$ cat src/hw/rtl/software_timer_scheduler_unit_assert.svh
// Assertion macros used by the timer scheduler RTL
`ifndef SOFTWARE_TIMER_SCHEDULER_UNIT_ASSERT_SVH
`define SOFTWARE_TIMER_SCHEDULER_UNIT_ASSERT_SVH

// same-cycle implication
`define STSU_ASSERT_NOW(lbl, clk, rst, ante, cons) \
   lbl: assert property (@(posedge clk) disable iff (rst) (ante) |-> (cons)) \
      else $error("stsu assertion failed");

// next-cycle implication
`define STSU_ASSERT_NEXT(lbl, clk, rst, ante, cons) \
   lbl: assert property (@(posedge clk) disable iff (rst) (ante) |=> (cons)) \
      else $error("stsu assertion failed");

`endif

$ cat src/hw/rtl/stsu_pkg.sv
// ---------------------------------------------------------------------------
// stsu_pkg
// Types and constants of the software timer scheduler.
// ---------------------------------------------------------------------------
`timescale 1ns / 1ps
`default_nettype none
package stsu_pkg;

   localparam int TIMER_SLOTS = 16;
   localparam int CNT_W       = (TIMER_SLOTS > 1) ? $clog2(TIMER_SLOTS) : 1;
   localparam int TIME_W      = 48;

   localparam logic [1:0]  KIND_ADD     = 2'd0;
   localparam logic [1:0]  KIND_STOP    = 2'd1;
   localparam logic [1:0]  KIND_SERVICE = 2'd2;

   localparam logic [31:0] WAIT_CLAMP = 32'h7FFF_FFFF;
   localparam logic [31:0] WAIT_NONE  = 32'hFFFF_FFFF;

   typedef struct packed {
      logic [1:0]  kind;
      logic [47:0] now_ms;
      logic [31:0] delay_ms;
      logic [31:0] period_ms;
      logic [31:0] target_id;
   } req_type;

   typedef struct packed {
      logic [31:0]        result_id;
      logic               fired;
      logic               found;
      logic signed [31:0] wait_ms;
      logic               last;
   } rsp_type;

   typedef struct packed {
      logic        valid;
      logic [31:0] id;
      logic [47:0] deadline;
      logic [31:0] period;
   } entry_type;

   typedef enum logic [1:0] {
      OP_HOLD,
      OP_PREV,
      OP_NEXT
   } cell_op_type;

   typedef enum logic [1:0] {
      ST_IDLE,
      ST_WALK,
      ST_FINAL
   } state_type;

   function automatic logic [47:0] sat_add(input logic [47:0] t, input logic [31:0] d);
      logic [48:0] s;
      s = {1'b0, t} + {17'd0, d};
      return s[48] ? {TIME_W{1'b1}} : s[47:0];
   endfunction

endpackage
`default_nettype wire

$ cat src/hw/rtl/stsu_cell.sv
// ---------------------------------------------------------------------------
// stsu_cell
// One timer slot of the chain; loads from either neighbour or holds.
// ---------------------------------------------------------------------------
`timescale 1ns / 1ps
`default_nettype none
module stsu_cell import stsu_pkg::*; (
   input  wire logic        clock,
   input  wire logic        reset,
   input  wire cell_op_type op,
   input  wire entry_type   prev_entry,
   input  wire entry_type   next_entry,
   input  wire logic        chain_in,
   output entry_type        entry_q,
   output logic             chain_out
);

   logic      valid_ff, valid_in;
   entry_type data_ff, data_in;

   always_comb begin
      data_in  = data_ff;
      valid_in = valid_ff;
      case (op)
         OP_PREV: begin
            data_in  = prev_entry;
            valid_in = prev_entry.valid;
         end
         OP_NEXT: begin
            data_in  = next_entry;
            valid_in = next_entry.valid;
         end
         default: ;
      endcase
   end

   always_ff @(posedge clock) begin
      data_ff <= data_in;
      if (reset) begin
         valid_ff <= 1'b0;
      end else begin
         valid_ff <= valid_in;
      end
   end

   always_comb begin
      entry_q       = data_ff;
      entry_q.valid = valid_ff;
   end

   // high while every slot up to and including this one is taken
   assign chain_out = chain_in & valid_ff;

endmodule
`default_nettype wire

$ cat src/hw/rtl/software_timer_scheduler_unit.sv
// Add: result in the cycle after the beat; back-to-back adds allowed.
// Stop/service: the chain rotates once through all TIMER_SLOTS cells, one per
// cycle, then the final result; busy through the rotation and the final state,
// so no new item is taken until the final result is out.
// Fired results appear at most one per cycle during the rotation; no stall possible.
// Synchronous reset empties every slot and zeroes the id counter.
// ---------------------------------------------------------------------------
// software_timer_scheduler_unit
// Timer table held in a rotating chain of slot cells, newest at the head.
// ---------------------------------------------------------------------------
`timescale 1ns / 1ps
`default_nettype none
`include "software_timer_scheduler_unit_assert.svh"
module software_timer_scheduler_unit import stsu_pkg::*; (
   input  wire logic    clock,
   input  wire logic    reset,
   input  wire logic    start,
   input  wire req_type req_data,
   output logic         busy,
   output logic         rsp_valid,
   output rsp_type      rsp_data
);

   state_type         state_ff, state_in;
   logic [CNT_W-1:0]  count_ff, count_in;
   logic [1:0]        kind_ff, kind_in;
   logic [47:0]       now_ff, now_in;
   logic [31:0]       target_ff, target_in;
   logic              hit_ff, hit_in;
   logic              any_ff, any_in;
   logic [47:0]       best_ff, best_in;
   logic [31:0]       id_ctr_ff, id_ctr_in;
   logic              rsp_valid_ff, rsp_valid_in;
   rsp_type           rsp_ff, rsp_in;

   entry_type         cell_q [TIMER_SLOTS];
   cell_op_type       cell_op [TIMER_SLOTS];
   logic              chain [TIMER_SLOTS+1];
   entry_type         new_entry, head_upd;
   logic [31:0]       next_id;
   logic              accept, full, expired;
   logic [47:0]       diff;

   assign chain[0] = 1'b1;
   assign full     = chain[TIMER_SLOTS];
   assign accept   = start && (state_ff == ST_IDLE);

   genvar gi;
   generate
      for (gi = 0; gi < TIMER_SLOTS; gi++) begin : g_cell
         entry_type pv, nx;
         if (gi == 0) begin : g_head
            assign pv = new_entry;
         end else begin : g_body
            assign pv = cell_q[gi-1];
         end
         if (gi == TIMER_SLOTS-1) begin : g_tail
            assign nx = head_upd;
         end else begin : g_mid
            assign nx = cell_q[gi+1];
         end
         stsu_cell u_cell (
            .clock      (clock),
            .reset      (reset),
            .op         (cell_op[gi]),
            .prev_entry (pv),
            .next_entry (nx),
            .chain_in   (chain[gi]),
            .entry_q    (cell_q[gi]),
            .chain_out  (chain[gi+1])
         );
      end
   endgenerate

   assign next_id = (id_ctr_ff == 32'hFFFF_FFFF) ? 32'd1 : id_ctr_ff + 32'd1;

   always_comb begin
      new_entry.valid    = 1'b1;
      new_entry.id       = next_id;
      new_entry.deadline = sat_add(req_data.now_ms, req_data.delay_ms);
      new_entry.period   = req_data.period_ms;
   end

   // head slot as it re-enters at the tail
   assign expired = cell_q[0].valid && (now_ff >= cell_q[0].deadline);
   always_comb begin
      head_upd = cell_q[0];
      if (kind_ff == KIND_STOP) begin
         if (!hit_ff && cell_q[0].valid && (cell_q[0].id == target_ff)) begin
            head_upd.valid = 1'b0;
         end
      end else if (expired) begin
         if (cell_q[0].period != 32'd0) begin
            head_upd.deadline = sat_add(now_ff, cell_q[0].period);
         end else begin
            head_upd.valid = 1'b0;
         end
      end
   end

   // next state
   always_comb begin
      state_in = state_ff;
      unique case (state_ff)
         ST_IDLE: begin
            if (accept && ((req_data.kind == KIND_STOP) || (req_data.kind == KIND_SERVICE))) begin
               state_in = ST_WALK;
            end
         end
         ST_WALK: begin
            if (count_ff == CNT_W'(TIMER_SLOTS-1)) begin
               state_in = ST_FINAL;
            end
         end
         ST_FINAL: state_in = ST_IDLE;
         default:  state_in = ST_IDLE;
      endcase
   end

   assign diff = best_ff - now_ff;

   // outputs and datapath
   always_comb begin
      for (int i = 0; i < TIMER_SLOTS; i++) begin
         cell_op[i] = OP_HOLD;
      end
      count_in     = count_ff;
      kind_in      = kind_ff;
      now_in       = now_ff;
      target_in    = target_ff;
      hit_in       = hit_ff;
      any_in       = any_ff;
      best_in      = best_ff;
      id_ctr_in    = id_ctr_ff;
      rsp_valid_in = 1'b0;
      rsp_in       = '0;
      unique case (state_ff)
         ST_IDLE: begin
            count_in  = '0;
            hit_in    = 1'b0;
            any_in    = 1'b0;
            kind_in   = req_data.kind;
            now_in    = req_data.now_ms;
            target_in = req_data.target_id;
            if (accept && (req_data.kind == KIND_ADD)) begin
               rsp_valid_in = 1'b1;
               rsp_in.last  = 1'b1;
               if (!full) begin
                  rsp_in.result_id = next_id;
                  id_ctr_in        = next_id;
                  for (int i = 0; i < TIMER_SLOTS; i++) begin
                     if (chain[i]) begin
                        cell_op[i] = OP_PREV;
                     end
                  end
               end
            end
         end
         ST_WALK: begin
            for (int i = 0; i < TIMER_SLOTS; i++) begin
               cell_op[i] = OP_NEXT;
            end
            count_in = count_ff + CNT_W'(1);
            if (kind_ff == KIND_STOP) begin
               if (cell_q[0].valid && !head_upd.valid) begin
                  hit_in = 1'b1;
               end
            end else begin
               if (expired) begin
                  rsp_valid_in     = 1'b1;
                  rsp_in.result_id = cell_q[0].id;
                  rsp_in.fired     = 1'b1;
               end
               if (head_upd.valid && (!any_ff || (head_upd.deadline < best_ff))) begin
                  any_in  = 1'b1;
                  best_in = head_upd.deadline;
               end
            end
         end
         ST_FINAL: begin
            rsp_valid_in = 1'b1;
            rsp_in.last  = 1'b1;
            if (kind_ff == KIND_STOP) begin
               rsp_in.found = hit_ff;
            end else if (!any_ff) begin
               rsp_in.wait_ms = WAIT_NONE;
            end else if (best_ff > now_ff) begin
               rsp_in.wait_ms = (diff > {16'd0, WAIT_CLAMP}) ? WAIT_CLAMP : diff[31:0];
            end
         end
         default: ;
      endcase
   end

   always_ff @(posedge clock) begin
      count_ff  <= count_in;
      kind_ff   <= kind_in;
      now_ff    <= now_in;
      target_ff <= target_in;
      hit_ff    <= hit_in;
      any_ff    <= any_in;
      best_ff   <= best_in;
      rsp_ff    <= rsp_in;
      if (reset) begin
         state_ff     <= ST_IDLE;
         id_ctr_ff    <= '0;
         rsp_valid_ff <= 1'b0;
      end else begin
         state_ff     <= state_in;
         id_ctr_ff    <= id_ctr_in;
         rsp_valid_ff <= rsp_valid_in;
      end
   end

   assign busy      = (state_ff != ST_IDLE);
   assign rsp_valid = rsp_valid_ff;
   assign rsp_data  = rsp_ff;

   `STSU_ASSERT_NOW(a_fired_not_last, clock, reset, rsp_valid_ff && rsp_ff.fired, !rsp_ff.last)
   `STSU_ASSERT_NOW(a_plain_is_last, clock, reset, rsp_valid_ff && !rsp_ff.fired, rsp_ff.last)
   `STSU_ASSERT_NEXT(a_final_beat, clock, reset, state_ff == ST_FINAL, rsp_valid_ff && rsp_ff.last)

endmodule
`default_nettype wire

$ cat config.mk
export PLATFORM = sky130hd
export DESIGN_NAME = software_timer_scheduler_unit
export DESIGN_NICKNAME = d
export VERILOG_FILES = /design/src/hw/rtl/stsu_pkg.sv /design/src/hw/rtl/stsu_cell.sv /design/src/hw/rtl/software_timer_scheduler_unit.sv
export VERILOG_INCLUDE_DIRS = /design/src /design/src/hw/rtl
export SDC_FILE = /design/constraint.sdc
export NUM_CORES = 2
export LEC_CHECK = 0
export BUFFER_PORTS_ARGS = -buffer_cell sky130_fd_sc_hd__buf_4
export CORE_ASPECT_RATIO = 1.4
export CORE_UTILIZATION = 55
export DETAILED_ROUTE_END_ITERATION = 8
export PLACE_DENSITY = 0.79
export SYNTH_ARGS = -nofsm -noshare
export SYNTH_HDL_FRONTEND = slang
export SYNTH_SLANG_ARGS = --single-unit
$ cat constraint.sdc
create_clock -name clock -period 15 [get_ports clock]
set_input_delay 3 -clock clock [delete_from_list [all_inputs] [get_ports clock]]
set_output_delay 3 -clock clock [all_outputs]
set_load 0.1 [all_outputs]
==> reports/results.tsv <==
stage	metric	value	unit
pwr	clkPwrFrac	0.362	
global_route	grt_use_total	0.301	
floorplanning	die-width	352	µm
cts	cts_buffers	192	
synth	synth-edff-count	1928	
pwr	combinationalPowerShare	0.126	
synth	ys_ff_latch	2046	
floorplanning	fp.dieH	492	µm
synth	synth_warnings	0	
drt	wl_met3	21700	µm
cts	tritoncts	built	
sta	worst_pin_slew	1.40	ns
critical_path	arrival	8.86	ns
synth	synth-seq-area-share	0.639	
cts	cts_sinks	2046	
pwr	p_per_area	130	mW/mm²
global_route	grt-ovfl-total	0	
cts	clkSlewWorstSetupHoldPaths	0.07	ns
drt	vias_per_cell	5.77	
finish	stdcell_area	0.104	mm²
drt	drtIter0Drc	8229	
global_route	antenna_found_initial	20	
pwr	p_leak	0.0440	µW
synth	synth_ff_type	edfxtp_1	
place	routabilityCongestion	1.01	
critical_path	start_kind	flip-flop	
cts	post_cts_buffers	0	
flow_run	cap_violations	0	
drt	topRoutingLayerUsed	met5	
critical_path	path_max_fanout	25	
cts	cts_root_buf	clkbuf_16	
synth	syn-instance-count	9542	
drt	drc	0	
pwr	seqPwrFrac	0.512	
floorplanning	dieArea	0.173	mm²
synth	async_reset_ff_frac	0	
floorplanning	rows	179	
drt	first_pass_iters	6	
sta	slew_viol_final	0	
drt	ant_nets	0	
drt	drt-total-wl	265000	µm
drt	wl_met1	102000	µm
global_route	grt_pass1_wl	398000	µm
place	placed_area	0.0979	mm²
cts	clockBufferDepth	3	
synth	synth.net_count	9904	
pwr	sw_frac_of_total	0.266	
pwr	power.switching	3580	µW
synth	syn_area	0.0943	mm²
finish	area_delta_synth_final	10.4	%
floorplanning	io_pins	218	
cts	clk_latency	0.86	ns
finish	layout-drive-gt1-share	0.0695	
sta	setup_viol	0	
critical_path	criticalPathCategory	flip-flop to flip-flop	
place	port_buffers	217	
cts	htreeDepth	4	
synth	avgSynthCellArea	9.88	µm²
sta	finClkSkew	0.0338	ns
global_route	grt_max_degree	268	
critical_path	cp-end-kind	flip-flop	
critical_path	cp.required	15.50	ns
drt	route.met2.wl	126000	µm
worst_hold_path	hold_class	flip-flop to flip-flop	
finish	fin_nets	9933	
sta	post-route-period-util	0.558	
floorplanning	design.core.area	0.170	mm²
cts	postCtsHoldBufs	0	
drt	vias	69300	
pwr	irDropWorstVdd	0.143	mV
run_status	outcome	finished, final reports clean	
sta	maxSlewHeadroom	0.0643	
synth	synth_cell_types	82	
sta	fin_crit	8.37	ns
global_route	grt_pass1_vias	67500	
place	hpwlAfterDp	172000	µm
pwr	internal-power	9910	µW
floorplanning	initial_core_util	0.554	
finish	n_fill_cell	13600	
sta	max_clock_freq	120	MHz
drt	wl_per_cell	22.1	µm
sta	finalHoldViolCount	0	
cts	cts.repair.resized	0	
sta	grt_setup_unrepaired	no	
sta	fin_tns_setup	0	ns
## Yosys cell counts, types with 6 or more instances
cell      number  area [µm²]
or4_1          6        45.0
nor3b_1        7        52.6
a21o_1       120         901
nor2b_1        8        50.1
a211oi_1      20         150
buf_1         27         101
nand2_1     5149       19300
mux2_2        28         315
a221o_1        7        70.1
a31o_2         6        52.6
o21bai_1      17         128
clkbuf_1     427        1600
dfxtp_1      118        2360
o22a_1         9        78.8
o21ai_1        8        40.0
nand4_1       53         332
nand3_1       43         215
o221a_2       11         124
xnor2_1      101         885
a21oi_2       30         263
xor2_1        88         771
nand2b_1      19         119
inv_1        186         698
mux2i_1        9        90.1
a31oi_1       37         231
nor3_1        36         180
or3_1         24         150
o211ai_1      11        82.6
and4_1        10        87.6
o21ai_0      155         776
nor2_1       207         777
nor4_1        23         144
buf_2          6        30.0
and2_1        16         100
o21a_1        25         188
ha_1         210        2630
a22oi_1        6        45.0
o31ai_1       19         143
and3_1        38         238
edfxtp_1    1928       57900
a21oi_1      223        1120
## power groups by stage
stage	Combinational (µW)	Sequential [µW]	Clock (µW)
finish	1710	6910	4880
floorplan	1130	6970	0
global route	1870	6930	5140
CTS	1690	6900	4940
detailed placement	1680	7020	0
global placement	1630	7010	0
## worst paths after layout
kind                 start             to  slack (ns)  depth (start not counted)
max              now_ff[0]    best_ff[43]        6.63                         25
min          id_ctr_ff[15]  id_ctr_ff[15]        0.48                          2
max reg2reg      now_ff[0]    best_ff[43]        6.63                         25
min reg2reg  id_ctr_ff[15]  id_ctr_ff[15]        0.48                          2
## cell usage in the layout, fill, tap and decap left out, types with 10 or more instances in the layout
cell type,synthesis,layout
and3_1,38,38
o21bai_1,17,17
o31ai_1,19,19
nor3_1,36,36
bufinv_16,0,15
nand3_1,43,42
or3_1,24,23
clkbuf_16,0,195
a211oi_1,20,20
nand4_1,53,53
ha_1,210,210
o221a_2,11,11
inv_1,186,183
xnor2_1,101,101
o21a_1,25,22
a21oi_1,223,219
clkbuf_1,427,62
nor4_1,23,23
o211ai_1,11,11
o21ai_0,155,152
xor2_1,88,88
nand2_1,5149,5143
edfxtp_1,1928,1928
dfxtp_1,118,118
clkinv_2,0,22
diode_2,0,10
nor2_1,207,205
clkinv_1,0,29
a21o_1,120,120
nand2b_1,19,19
buf_4,0,289
mux2_2,28,28
and2_1,16,16
a21oi_2,30,31
and4_1,10,10
a31oi_1,37,36
## flip-flops by register name (all words and copies together), names as in the netlist
register                count
state_ff                    2
now_ff                     48
count_ff                    4
kind_ff                     2
id_ctr_ff                  32
target_ff                  32
any_ff                      1
best_ff                    48
rsp_data                   67
rsp_valid                   1
hit_ff                      1
g_cell.u_cell.entry_q    1792
g_cell.u_cell.valid_ff     16
## per-layer routing
metal	track usage	up-vias
met5	0	-
met4	0.153	24
met3	0.0485	604
met2	0.489	3294
met1	0.393	33500
li1	-	31900
## worst max-delay path: stages (launching register included)
cell and delay [ns]:
edfxtp_1 0.54, ha_1 0.31, fa_1 0.44, a21o_1 0.20
a21oi_1 0.28, o21ai_1 0.17, a41oi_1 0.60, o21ai_1 0.24
and3_1 0.30, o31ai_1 0.24, buf_4 0.20, o21a_1 0.53
a21oi_1 0.22, ha_1 0.35, a21o_1 0.17, a21o_1 0.17
a21o_1 0.17, a21o_1 0.16, a21oi_1 0.14, nor2b_1 0.06
o21ai_0 0.45, o2111ai_1 0.33, a211oi_1 0.36, nand2_1 0.14
a21oi_4 0.67, buf_4 0.50
## metrics by stage
stage	setup WS [ns]	power, µW	cells	utilization	hold slack [ns]
floorplan	1.90	8100	9542	-	0.456
global placement	6.64	8640	11600	0.575	0.472
detailed placement	6.55	8690	11600	0.575	0.471
CTS	6.70	13500	12000	0.612	0.480
global route	6.15	13900	12000	0.612	0.511
finish	6.63	13500	12000	0.612	0.484
## final cells by class
cell class / count / area (µm²) / share of cell area
diodes: 10 / 25.0 / 0.000240
clock buffers: 264 / 5210 / 0.0500
clock inverters: 86 / 977 / 0.00938
inverters: 186 / 713 / 0.00685
multi-input cells: 6847 / 31800 / 0.305
flip-flops and latches: 2046 / 60300 / 0.579
well taps: 2262 / 2830 / 0.0272
repair buffers: 298 / 2350 / 0.0226
## logic make-up (layout without fill, tap and decap cells)
family | Yosys count | count (layout) | synth area share
xor gates and xnor gates | 189 | 189 | 0.0176
AOI/OAI and AO/OA | 755 | 755 | 0.0520
DFF | 2046 | 2046 | 0.639
adders and majority gates | 213 | 213 | 0.0285
other | 0 | 10 | 0
muxes | 37 | 37 | 0.00430
buffers and inverters | 649 | 834 | 0.0261
and+or+nand+nor | 5653 | 5653 | 0.233
Note: power is estimated with default switching activity, not from simulation.
